===== src/design/sobel_pkg.sv =====
// Shared types, constants and helpers for the Sobel edge stream block.
package sobel_pkg;

    localparam int GRAY_W     = 8;
    localparam int RGB_W      = 24;
    localparam int MAG_W      = 11;
    localparam int ITEM_W     = 23;
    localparam int ROW_W      = 12;
    localparam int FW_W       = 11;
    localparam int FH_W       = 13;
    localparam int THR_W      = 11;
    localparam int CFG_DATA_W = 13;
    localparam int CFG_IDX_W  = 2;
    localparam int MAX_HEIGHT = 4096;

    localparam logic [CFG_IDX_W-1:0] CFG_FRAME_WIDTH    = 2'd0;
    localparam logic [CFG_IDX_W-1:0] CFG_FRAME_HEIGHT   = 2'd1;
    localparam logic [CFG_IDX_W-1:0] CFG_EDGE_THRESHOLD = 2'd2;

    localparam logic [FW_W-1:0]  FW_RESET  = 11'd512;
    localparam logic [FH_W-1:0]  FH_RESET  = 13'd512;
    localparam logic [THR_W-1:0] THR_RESET = 11'd1;

    localparam logic [15:0] W_RED   = 16'd77;
    localparam logic [15:0] W_GREEN = 16'd151;
    localparam logic [15:0] W_BLUE  = 16'd28;

    typedef struct packed {
        logic [RGB_W-1:0] pixel_rgb;
        logic             is_fill;
    } pix_t;

    typedef struct packed {
        logic             out_valid;
        logic [MAG_W-1:0] magnitude;
        logic             on_border;
        logic             edge_res;
        logic             frame_last;
    } res_t;

    typedef struct packed {
        logic [GRAY_W-1:0] lt;
        logic [GRAY_W-1:0] lm;
        logic [GRAY_W-1:0] lb;
        logic [GRAY_W-1:0] mt;
        logic [GRAY_W-1:0] mb;
        logic [GRAY_W-1:0] rt;
        logic [GRAY_W-1:0] rm;
        logic [GRAY_W-1:0] rb;
        logic              pix_valid;
        logic              border;
        logic              last;
    } win_t;

    function automatic logic [GRAY_W-1:0] to_gray(input logic [RGB_W-1:0] rgb);
        logic [15:0] s;
        s = W_RED * 16'(rgb[23:16]) + W_GREEN * 16'(rgb[15:8]) + W_BLUE * 16'(rgb[7:0]);
        return s[15:8];
    endfunction

endpackage


===== src/design/sobel_grad.sv =====
// Sobel gradient magnitude, threshold and result register.
module sobel_grad (
    input  logic                         clk,
    input  logic                         load,
    input  sobel_pkg::win_t              win,
    input  logic [sobel_pkg::THR_W-1:0]  threshold,
    output sobel_pkg::res_t              res
);

    localparam int SUM_W = sobel_pkg::GRAY_W + 2;

    logic [SUM_W-1:0]            sum_r, sum_l, sum_b, sum_t, gx, gy;
    logic [sobel_pkg::MAG_W-1:0] mag;
    sobel_pkg::res_t             res_next, res_reg;

    always_comb
    begin
        sum_r = SUM_W'(win.rt) + {1'b0, win.rm, 1'b0} + SUM_W'(win.rb);
        sum_l = SUM_W'(win.lt) + {1'b0, win.lm, 1'b0} + SUM_W'(win.lb);
        sum_b = SUM_W'(win.lb) + {1'b0, win.mb, 1'b0} + SUM_W'(win.rb);
        sum_t = SUM_W'(win.lt) + {1'b0, win.mt, 1'b0} + SUM_W'(win.rt);
        gx    = (sum_r >= sum_l) ? sum_r - sum_l : sum_l - sum_r;
        gy    = (sum_b >= sum_t) ? sum_b - sum_t : sum_t - sum_b;
        mag   = sobel_pkg::MAG_W'(gx) + sobel_pkg::MAG_W'(gy);

        res_next = '0;
        if (win.pix_valid)
        begin
            res_next.out_valid  = 1'b1;
            res_next.frame_last = win.last;
            if (win.border)
            begin
                res_next.on_border = 1'b1;
                res_next.edge_res  = 1'b1;
            end
            else
            begin
                res_next.magnitude = mag;
                res_next.edge_res  = (mag >= threshold);
            end
        end
    end

    always_ff @(posedge clk)
    begin
        if (load)
        begin
            res_reg <= res_next;
        end
    end

    assign res = res_reg;

endmodule

===== config.mk =====
export PLATFORM = sky130hd
export DESIGN_NAME = sobel_grad
export DESIGN_NICKNAME = d
export VERILOG_FILES = /design/src/design/sobel_pkg.sv /design/src/design/sobel_grad.sv
export SDC_FILE = /design/constraint.sdc
export NUM_CORES = 1
export LEC_CHECK = 0
export BUFFER_PORTS_ARGS = -buffer_cell sky130_fd_sc_hd__buf_2
export CORE_UTILIZATION = 29
export CTS_CLUSTER_DIAMETER = 60
export DETAILED_ROUTE_END_ITERATION = 16
export PLACE_DENSITY = 0.49
export SETUP_SLACK_MARGIN = 0.02
export SLEW_MARGIN = 20
export SYNTH_ARGS = -nofsm -noshare
export SYNTH_HDL_FRONTEND = slang
export SYNTH_SLANG_ARGS = --single-unit

===== constraint.sdc =====
create_clock -name clk -period 13.5 [get_ports clk]
set_input_delay 0.675 -clock clk [delete_from_list [all_inputs] [get_ports clk]]
set_output_delay 0.675 -clock clk [all_outputs]
set_load 0.02 [all_outputs]

---- After elaboration in Yosys (flattened, before gate mapping) ----
Index checks and enable logic that the tools add are counted.
cells by class
  add/subtract/negate cells ............... 13
  magnitude comparators ................... 3
  mux-type cells .......................... 6
  bitwise operators ....................... 1
  reductions and logical operators ........ 1
operators by type and width
  kind                                number
  adder 10 x 8 -> 10 bit              4
  adder 8 x 9 -> 10 bit               4
  subtractor 10 bit                   4
  greater-or-equal comparator 10 bit  2
  2-to-1 mux 10 bit                   2
  2-to-1 mux 15 bit                   1
  adder 10 x 10 -> 11 bit             1
  greater-or-equal comparator 11 bit  1
  2-to-1 mux 11 bit                   1
  2-to-1 mux 1 bit                    2
  OR reduction 2 bit                  1
  inverter 1 bit                      1
storage, ports and cells
  bits in registers ....................... 15
  input bits .............................. 80
  logic and storage cells ................. 29

---- Logic depth before layout (Yosys ltp) ----
Gate-level depths: netlist of run 1.
  depth in word-level cells ............... 8
  depth in mapped cells ................... 30
  depth with buffers taken out ............ 29

---- Worst setup path before layout of run 1 ----
No wires, ideal clock.
  path kind ............................... input port to flip-flop
  from .................................... input port win[4] in the netlist's numbering
  to ...................................... register res_reg (netlist bit res[1]) (data pin)
  library setup time ...................... 0.264 ns
  data arrival time ....................... 6.265 ns
  required time ........................... 13.236 ns
  setup slack ............................. 6.971 ns
  cell stages on the path ................. 27
  path buffers ............................ 1
  path through ............................ fa_1 -> ha_1 -> fa_1 -> a21o_1 -> a21oi_1 -> o21bai_1 -> a21oi_1 -> xor2_1 -> ha_1 -> buf_2 -> and3_1 -> and3_1 -> a211oi_4 -> mux2_4 -> inv_2 -> fa_1 -> nor2b_1 -> o21ai_0 -> a21boi_0 -> o21ai_0 -> a211o_1 -> xnor2_1 -> ha_1 -> a21o_1 -> a211o_1 -> o21ai_0 -> a21oi_1
on the way
  longest elaborated chain between the ends .. 6
ends and longest elaborated chain
  item                                              RTL line                            text
  start: declaration                                sobel_grad.sv:5                     input sobel_pkg::win_t win,
  adder 10 x 8 -> 10 bit, on equally long branches  sobel_grad.sv:18, sobel_grad.sv:20
  subtractor 10 bit, or another cell as far along   sobel_grad.sv:22                    gx = (sum_r >= sum_l) ? sum_r - sum_l : sum_l - sum_r;
  2-to-1 mux 10 bit, on equally long branches       sobel_grad.sv:22, sobel_grad.sv:23
  adder 10 x 10 -> 11 bit *                         sobel_grad.sv:24                    mag = sobel_pkg::MAG_W'(gx) + sobel_pkg::MAG_W'(gy);
  net mag, one bit                                  sobel_grad.sv:13                    logic [sobel_pkg::MAG_W-1:0] mag;
  greater-or-equal comparator 11 bit *              sobel_grad.sv:39                    res_next.edge_res = (mag >= threshold);
  2-to-1 mux 1 bit *                                sobel_grad.sv:31                    if (win.border)
  end signal: assignment                            sobel_grad.sv:48                    res_reg <= res_next;
  end: declaration                                  sobel_grad.sv:14                    sobel_pkg::res_t res_next, res_reg;
The timed path passes the listed nets; every way through them passes the cells marked *.
A chain may end at the register's enable or synchronous reset.

---- Worst setup path after layout of run 1 ----
Same ends and word-level chain as after synthesis.

==> metrics, run 1 <==
status complete, no violations; post-cts sizing count 0; Final TNS setup 0 ps; # port buffers 94; synth warn 0; clk sinks 15; die area 17200 sq um; register area share after synthesis 9.32%; prevailing post-synth register cell edfxtp_1; # H-tree levels 1; worst hold stages 1; Synth-to-Final Area Change 15.8%; hold_buf cts 0; final core utilization 34.8%; CP required 13490 ps; highest clock rate 0.143 GHz; DP HPWL 10800 um; endpoints failing hold 0; RSZ-0062 raised after global routing false; CP max stage cell a211oi_4; Setup crit start kind primary input; initial antenna violation count 0; clock root buffer clkbuf_16; Starting Density 30.1%; synthesized cell area 4830 sq um; Mapped Nets 744; die height 131 um; IO Pins 95; DR vias 3922; worst endpoint data arrival time 7000 ps; Min-Delay Path Class primary input to flop; Async S/R FF share, synth 0%; most frequent cells in the layout ha_1 (95), buf_2 (94), inv_1 (60); vias in the first global route 3980; # diodes 0; CORE AREA 16100 sq um; first-pass GRT wire length 19300 um; Post-CTS Setup Bufs 0; final setup fails 0; Final nets 833; Rel. slew slack 59.7%; Period Utilization, post-route 52.0%; crit end category flop; worst stage delay on the critical path 550 ps; drt wl/cell 14.3 um; DR vias/cell 4.69; maxcap violations 0; fillers 1646; WP depth 26; CTS clk-pin slew, worst paths 50 ps; synthesized instance count 532; CP Max Fanout 9; EDFF count, synth 15; number of buffers created by CTS 3; max reg flops 15; CTS Buffer Depth 2; Synth cell types 57; CP top delay family compound AO/OA/AOI/OAI gates; leading cell type in the layout, fill and taps excluded ha_1; die width 131 um; Multi-input gate area 4100 sq um; DRT Pass-1 Iters 4; critical path type primary input to flop; # DRC 0; DR iter-0 viols 139; num rows 46; pin count of the biggest net entering global routing 16; CTS tree done; crit path time final 7010 ps; FF/Latch Area 450 sq um; Crit path buffers/inverters 1; Total GRT Usage 14.1%; Final Max Tran Viols 0; WHS 694 ps; Final GP Congestion 0.860; syn avg cell area 9.08 sq um; flop and latch count out of synthesis 15; post-route ant nets 0; layout cells sized above 1 18.5%; final WL 11900 um; grt total ovfl 0; slew of the pin with the lowest slew margin 602 ps
per-stage QoR:
stage / std cells / area, sq um / setup WS [ps]
global placement: 832 / 5520 / 6360
CTS: 836 / 5600 / 6510
detailed placement: 832 / 5520 / 6280
global route: 836 / 5600 / 5920
floorplan: 532 / 4830 / 6970
finish: 836 / 5600 / 6490
metal layers:
layer	track usage, %	routed length [um]
met3	1.26	384
met2	24.7	5470
met4	0.676	35
met1	19.8	6030
met5	0	0
cells in the mapped netlist (3+ instances only):
library cell / number / share of area [%]
o21bai_1: 7 / 1.1
nand4_1: 4 / 0.52
o21a_1: 12 / 1.9
and3_1: 4 / 0.52
xnor2_1: 30 / 5.4
and2_1: 11 / 1.4
edfxtp_1: 15 / 9.3
inv_1: 60 / 4.7
nor2b_1: 11 / 1.4
a31oi_1: 4 / 0.52
ha_1: 95 / 25
nand3_1: 5 / 0.52
nor3b_1: 3 / 0.47
clkbuf_1: 3 / 0.23
a21o_1: 24 / 3.7
o211ai_1: 6 / 0.93
mux2i_1: 14 / 2.9
a211oi_1: 4 / 0.62
buf_2: 4 / 0.41
fa_1: 37 / 15
o41ai_2: 4 / 1.3
nand2b_1: 7 / 0.91
nand2_1: 12 / 0.93
nor3_1: 9 / 0.93
nor2_1: 30 / 2.3
a21oi_1: 39 / 4.0
o21ai_0: 19 / 2.0
xor2_1: 23 / 4.2
area by class of cell:
| class | count | share of cell area [%] |
|---|---|---|
| Sequential cell | 15 | 8.05 |
| Inverter | 61 | 4.09 |
| Tap cell | 216 | 4.83 |
| Multi-Input combinational cell | 446 | 73.2 |
| Clock buffer | 4 | 1.41 |
| Timing Repair Buffer | 94 | 8.41 |
logic make-up after synthesis:
group | count (synthesis) | share of synthesized area (%)
flops | 15 | 9.32
buf+inv | 71 | 5.88
fa+ha+maj | 132 | 39.9
mux | 16 | 3.44
xor+xnor | 53 | 9.61
simple gates | 104 | 11.4
compound gates | 141 | 20.4
path summary, 6_finish.rpt:
| check | endpoint | startpoint |
|---|---|---|
| worst min-delay path | res[14]$_DFFE_PP_ | win[2] |
| worst max-delay path | res[1]$_SDFFCE_PN0P_ | win[4] |
Power of run 1 is left out: the tool's default activity adds up to more than one toggle a clock period on the data nets, which glitch-free logic cannot reach.
==> inputs of run 2 (changes only) <==
--- a/config.mk
+++ b/config.mk
@@ -5,11 +5,12 @@
 export SDC_FILE = /design/constraint.sdc
 export NUM_CORES = 1
 export LEC_CHECK = 0
+export ABC_AREA = 1
 export BUFFER_PORTS_ARGS = -buffer_cell sky130_fd_sc_hd__buf_2
 export CORE_UTILIZATION = 29
 export CTS_CLUSTER_DIAMETER = 60
 export DETAILED_ROUTE_END_ITERATION = 16
-export PLACE_DENSITY = 0.49
+export PLACE_DENSITY = 0.5
 export SETUP_SLACK_MARGIN = 0.02
 export SLEW_MARGIN = 20
 export SYNTH_ARGS = -nofsm -noshare
==> constraint.sdc (replaced) <==
create_clock -name clk -period 6.4 [get_ports clk]
set_input_delay 0.32 -clock clk [delete_from_list [all_inputs] [get_ports clk]]
set_output_delay 0.32 -clock clk [all_outputs]
set_load 0.02 [all_outputs]
==> metrics, run 2 <==
status complete, no violations; Period Utilization, post-route 90.3%; vias in the first global route 5084 (+28%); Final Max Tran Viols 0 (unchanged); initial antenna violation count 0 (unchanged); CP Max Fanout 12 (+3); IO Pins 95 (unchanged); number of buffers created by CTS 3 (unchanged); synth warn 0 (unchanged); Final TNS setup 0 ps (unchanged); max reg flops 15 (unchanged); area leader, netlist ha_1; synthesized instance count 823 (+55%); syn avg cell area 6.68 sq um (-26%); top-count cell post-synth nand2_1; endpoints failing hold 0 (unchanged); Mapped Nets 1035 (+39%); Starting Density 30.1% (about the same); DR vias 5207 (+33%); layout cells sized above 1 12.9% (-5.7 points); die area 19500 sq um (+14%); DRT Pass-1 Iters 4 (unchanged); die width 140 um (+6.6%); drt wl/cell 12.6 um (-11%); CP required 6400 ps (-7090 ps); worst stage delay on the critical path 480 ps (-70 ps); grt total ovfl 0 (unchanged); RSZ-0062 raised after global routing false; Final WS setup 622 ps (-5860 ps); prevailing post-synth register cell edfxtp_1; Final nets 1128 (+35%); critical path type primary input to flop; flop and latch count out of synthesis 15 (unchanged); CP max stage cell fa_1; synth top area cells ha_1 (22%), nand2_1 (17%), fa_1 (13%); crit path time final 5780 ps; # diodes 0 (unchanged); Async S/R FF share, synth 0% (unchanged); leading cell type in the layout, fill and taps excluded nand2_1; synthesized cell area 5500 sq um (+14%); DP HPWL 13300 um (+22%); register area share after synthesis 8.20% (-1.1 points); Commonest cells post-synth nand2_1 (245), inv_1 (157), ha_1 (95); highest clock rate 0.173 GHz; num rows 49 (+6.5%); Rel. slew slack 70.7% (+11 points); clk sinks 15 (unchanged); worst endpoint data arrival time 5780 ps (-1220 ps); final setup fails 0 (unchanged); post-route ant nets 0 (unchanged); CTS clk-pin slew, worst paths 50 ps (about the same); Min-Delay Path Class primary input to flop; CORE AREA 18300 sq um (+14%); final WL 14400 um (+21%); Total GRT Usage 14.9% (+0.73 points); CTS tree done; Crit path top cell by count nand2_1; first-pass GRT wire length 23700 um (+23%); die height 140 um (+6.6%); Synth cell types 33 (-42%); CTS Buffer Depth 2 (unchanged); clock root buffer clkbuf_16; # H-tree levels 1 (unchanged); Setup crit start kind primary input; worst hold stages 1 (unchanged); crit end category flop; # DRC 0 (unchanged); DR vias/cell 4.55 (-3.0%); DR iter-0 viols 264 (+90%); pre-CTS setup slack 344 ps (-5940 ps); slew of the pin with the lowest slew margin 439 ps (-164 ps); hold_buf cts 0 (unchanged); Synth top area share 21.6% (-3.0 points); maxcap violations 0 (unchanged); EDFF count, synth 15 (unchanged); Final GP Congestion 0.875 (+1.7%); pin count of the biggest net entering global routing 16 (unchanged); # port buffers 94 (unchanged); Synth-to-Final Area Change 14.3%; final core utilization 34.4% (-0.45 points); most frequent cells in the layout nand2_1 (245), inv_1 (156), ha_1 (95)
run 2: changes by cell type in the layout (fill, tap and decap cells not counted), moves of 9 or more:
cell / previous run / this run
a21o_1: 24 / 3
a21oi_1: 39 / 53
inv_1: 60 / 156
mux2i_1: 14 / 0
nand2_1: 12 / 245
nand3_1: 5 / 58
nor2_1: 30 / 46
nor2b_1: 11 / 0
o21a_1: 12 / 2
xnor2_1: 30 / 7
xor2_1: 23 / 32
run 2: cells by family after synthesis:
group | after synthesis | synth area share, %
AO/OA/AOI/OAI | 86 | 8.72
XOR/XNOR | 39 | 6.22
adder cells (fa/ha/maj) | 132 | 35.1
buffers and inverters | 165 | 11.7
flip-flops | 15 | 8.20
AND/OR/NAND/NOR | 386 | 30.0
run 2: worst max-delay path, delay by kind of cell:
family | cells | cell delay [ps]
adder cells (fa/ha/maj) | 6 | 2180
AND/OR/NAND/NOR | 13 | 1310
AO/OA/AOI/OAI | 5 | 980
buffers and inverters | 4 | 500
XOR/XNOR | 2 | 490
run 2: layout make-up:
| class | count | area [sq um] |
|---|---|---|
| Clock buffer | 3 | 75.1 |
| Multi-Input combinational cell | 643 | 4400 |
| Fill cell | 2020 | 12000 |
| Tap cell | 229 | 287 |
| Inverter | 159 | 597 |
| Sequential cell | 15 | 450 |
| Timing Repair Buffer | 94 | 470 |
| Clock inverter | 1 | 5.00 |
run 2: worst paths after layout:
path	to	slack (ps)	start
setup / recovery	res[1]$_SDFFCE_PN0P_	620	win[4]
hold / removal	res[14]$_DFFE_PP_	310	win[2]
run 2: timing repair:
action                                 CTS  global route
setup endpoints to repair                0             1
endpoints found under the hold margin    0             0
resized for setup                        0             1
buffers inserted                         0             0
run 2: routing by layer:
metal  wire (um)  GRT usage, %  share of wire, %
met5           0             0                 0
met3         702          1.20               4.9
met2        6280          25.1                43
met1        7200          20.5                50
met4         259          3.41               1.8
run 2: stage by stage:
step	cell area, sq um	hold WS [ps]	std cells
floorplan	5500	419	823
global placement	6200	556	1140
detailed placement	6200	554	1140
CTS	6280	303	1144
global route	6280	319	1144
finish	6280	306	1144
Power of run 2 is left out for the same reason.
==> inputs of run 3 (changes only) <==
==> constraint.sdc (replaced) <==
create_clock -name clk -period 5.15 [get_ports clk]
set_input_delay 0.2575 -clock clk [delete_from_list [all_inputs] [get_ports clk]]
set_output_delay 0.2575 -clock clk [all_outputs]
set_load 0.02 [all_outputs]
==> metrics, run 3 (synthesized netlist as in run 2, its figures left out) <==
most frequent cells in the layout nand2_1 (229), buf_4 (149), inv_1 (142); CP required 5160 ps (-1240 ps); # diodes 0 (unchanged); Rel. slew slack 77.3% (+6.5 points); hold path start win[2]; # DRC 0 (unchanged); Min-Delay Path Class primary input to flop; num rows 49 (unchanged); status complete, no violations; pin count of the biggest net entering global routing 16 (unchanged); vias in the first global route 5688 (+12%); Starting Density 30.1% (unchanged); Crit path buffers/inverters 3 (-1); leading cell type in the layout, fill and taps excluded nand2_1; CTS Buffer Depth 2 (unchanged); CTS clk-pin slew, worst paths 50 ps (about the same); CP Max Fanout 5 (-7); DR vias 5748 (+10%); Period Utilization, post-route 97.5%; worst endpoint data arrival time 5030 ps (-750 ps); layout cells sized above 1 35.5% (+23 points); WHS 245 ps (-60.5 ps); Setup crit start win[44]; Final WS setup 130 ps (-491 ps); grt total ovfl 0 (unchanged); endpoints failing hold 0 (unchanged); DP HPWL 14100 um (+6.2%); met1 Use GR 21.7% (+1.2 points); # H-tree levels 1 (unchanged); crit path to res[1]$_SDFFCE_PN0P_; CP top delay family adder cells; final WL 16000 um (+11%); GRT Max-Usage Layer met2; CTS tree done; die width 140 um (unchanged); die height 140 um (unchanged); crit path time final 5020 ps; worst stage delay on the critical path 450 ps (-30 ps); Synth-to-Final Area Change 47.2%; slew of the pin with the lowest slew margin 341 ps (-98.2 ps); Non-Filler Instances 1298 (+13%); post-route ant nets 0 (unchanged); final setup fails 0 (unchanged); Final TNS setup 0 ps (unchanged); DR iter-0 viols 177 (-33%); met2 GRT Util 29.6% (+4.5 points); Final nets 1282 (+14%); Setup crit start kind primary input; Total GRT Usage 16.4% (+1.6 points); DR vias/cell 4.43 (-2.7%); critical path type primary input to flop; CORE AREA 18300 sq um (unchanged); crit end category flop; clock root buffer clkbuf_16; DRT Pass-1 Iters 4 (unchanged); Final GP Congestion 0.844 (-3.5%); placed cells 1282 (+12%); highest clock rate 0.199 GHz; drt wl/cell 12.3 um (-2.4%); pre-CTS setup slack -543 ps (-887 ps); initial antenna violation count 0 (unchanged); clk sinks 15 (unchanged); first-pass GRT wire length 26100 um (+10%); # port buffers 94 (unchanged); GR Util met3 0.998% (-0.21 points); die area 19500 sq um (unchanged); WP depth 30 (unchanged); maxcap violations 0 (unchanged); Final Max Tran Viols 0 (unchanged); max reg flops 15 (unchanged); CP max stage cell fa_1; RSZ-0062 raised after global routing true; number of buffers created by CTS 3 (unchanged); IO Pins 95 (unchanged)
[run 3: changes by cell type in the layout (fill, tap and decap cells not counted), moves of 9 or more]
cell and change:
a21oi_1 -17, a21oi_2 +15, buf_4 +149, ha_1 -23, ha_4 +20, inv_1 -14
inv_2 +12, nand2_1 -16, nand2_2 +14, nand3_1 -10, nand3_2 +9
[run 3: stage by stage]
stage,util (%),instance area (sq um)
after floorplan,-,5500
after global placement,39.8,7270
after detailed placement,39.8,7270
after CTS,41.8,7630
after global routing,44.3,8090
final,44.3,8090
[run 3: layout make-up]
class / count / area (sq um)
Fill cell: 1881 / 10200
Multi-Input combinational cell: 644 / 5030
Sequential cell: 15 / 450
Tap cell: 229 / 287
Clock inverter: 1 / 5.00
Clock buffer: 3 / 75.1
Timing Repair Buffer: 247 / 1640
Inverter: 159 / 602
[run 3: metal layers]
layer	part of all wire, %	up-vias
met5	0	-
met4	1.2	0
met3	3.1	13
met2	47	134
met1	49	2511
li1	-	3090
[run 3: worst min path at each step]
| stage | to | slack [ps] | cells after the start |
|---|---|---|---|
| floorplan | res[14]$_DFFE_PP_ | 360 | 0 |
| global placement | res[14]$_DFFE_PP_ | 490 | 1 |
| detailed placement | res[14]$_DFFE_PP_ | 510 | 1 |
| CTS | res[14]$_DFFE_PP_ | 250 | 1 |
| global route | res[14]$_DFFE_PP_ | 250 | 1 |
| finish | res[14]$_DFFE_PP_ | 250 | 1 |
[run 3: what timing repair did]
| item | 4_1_cts | 5_1_grt |
|---|---|---|
| setup buffers | 5 | 6 |
| pin swaps | 22 | 64 |
| cloned | 1 | 0 |
| gates resized for setup | 47 | 94 |
| hold buffers | 0 | 0 |
| setup endpoints to repair | 1 | 1 |
Power of run 3 is left out for the same reason.
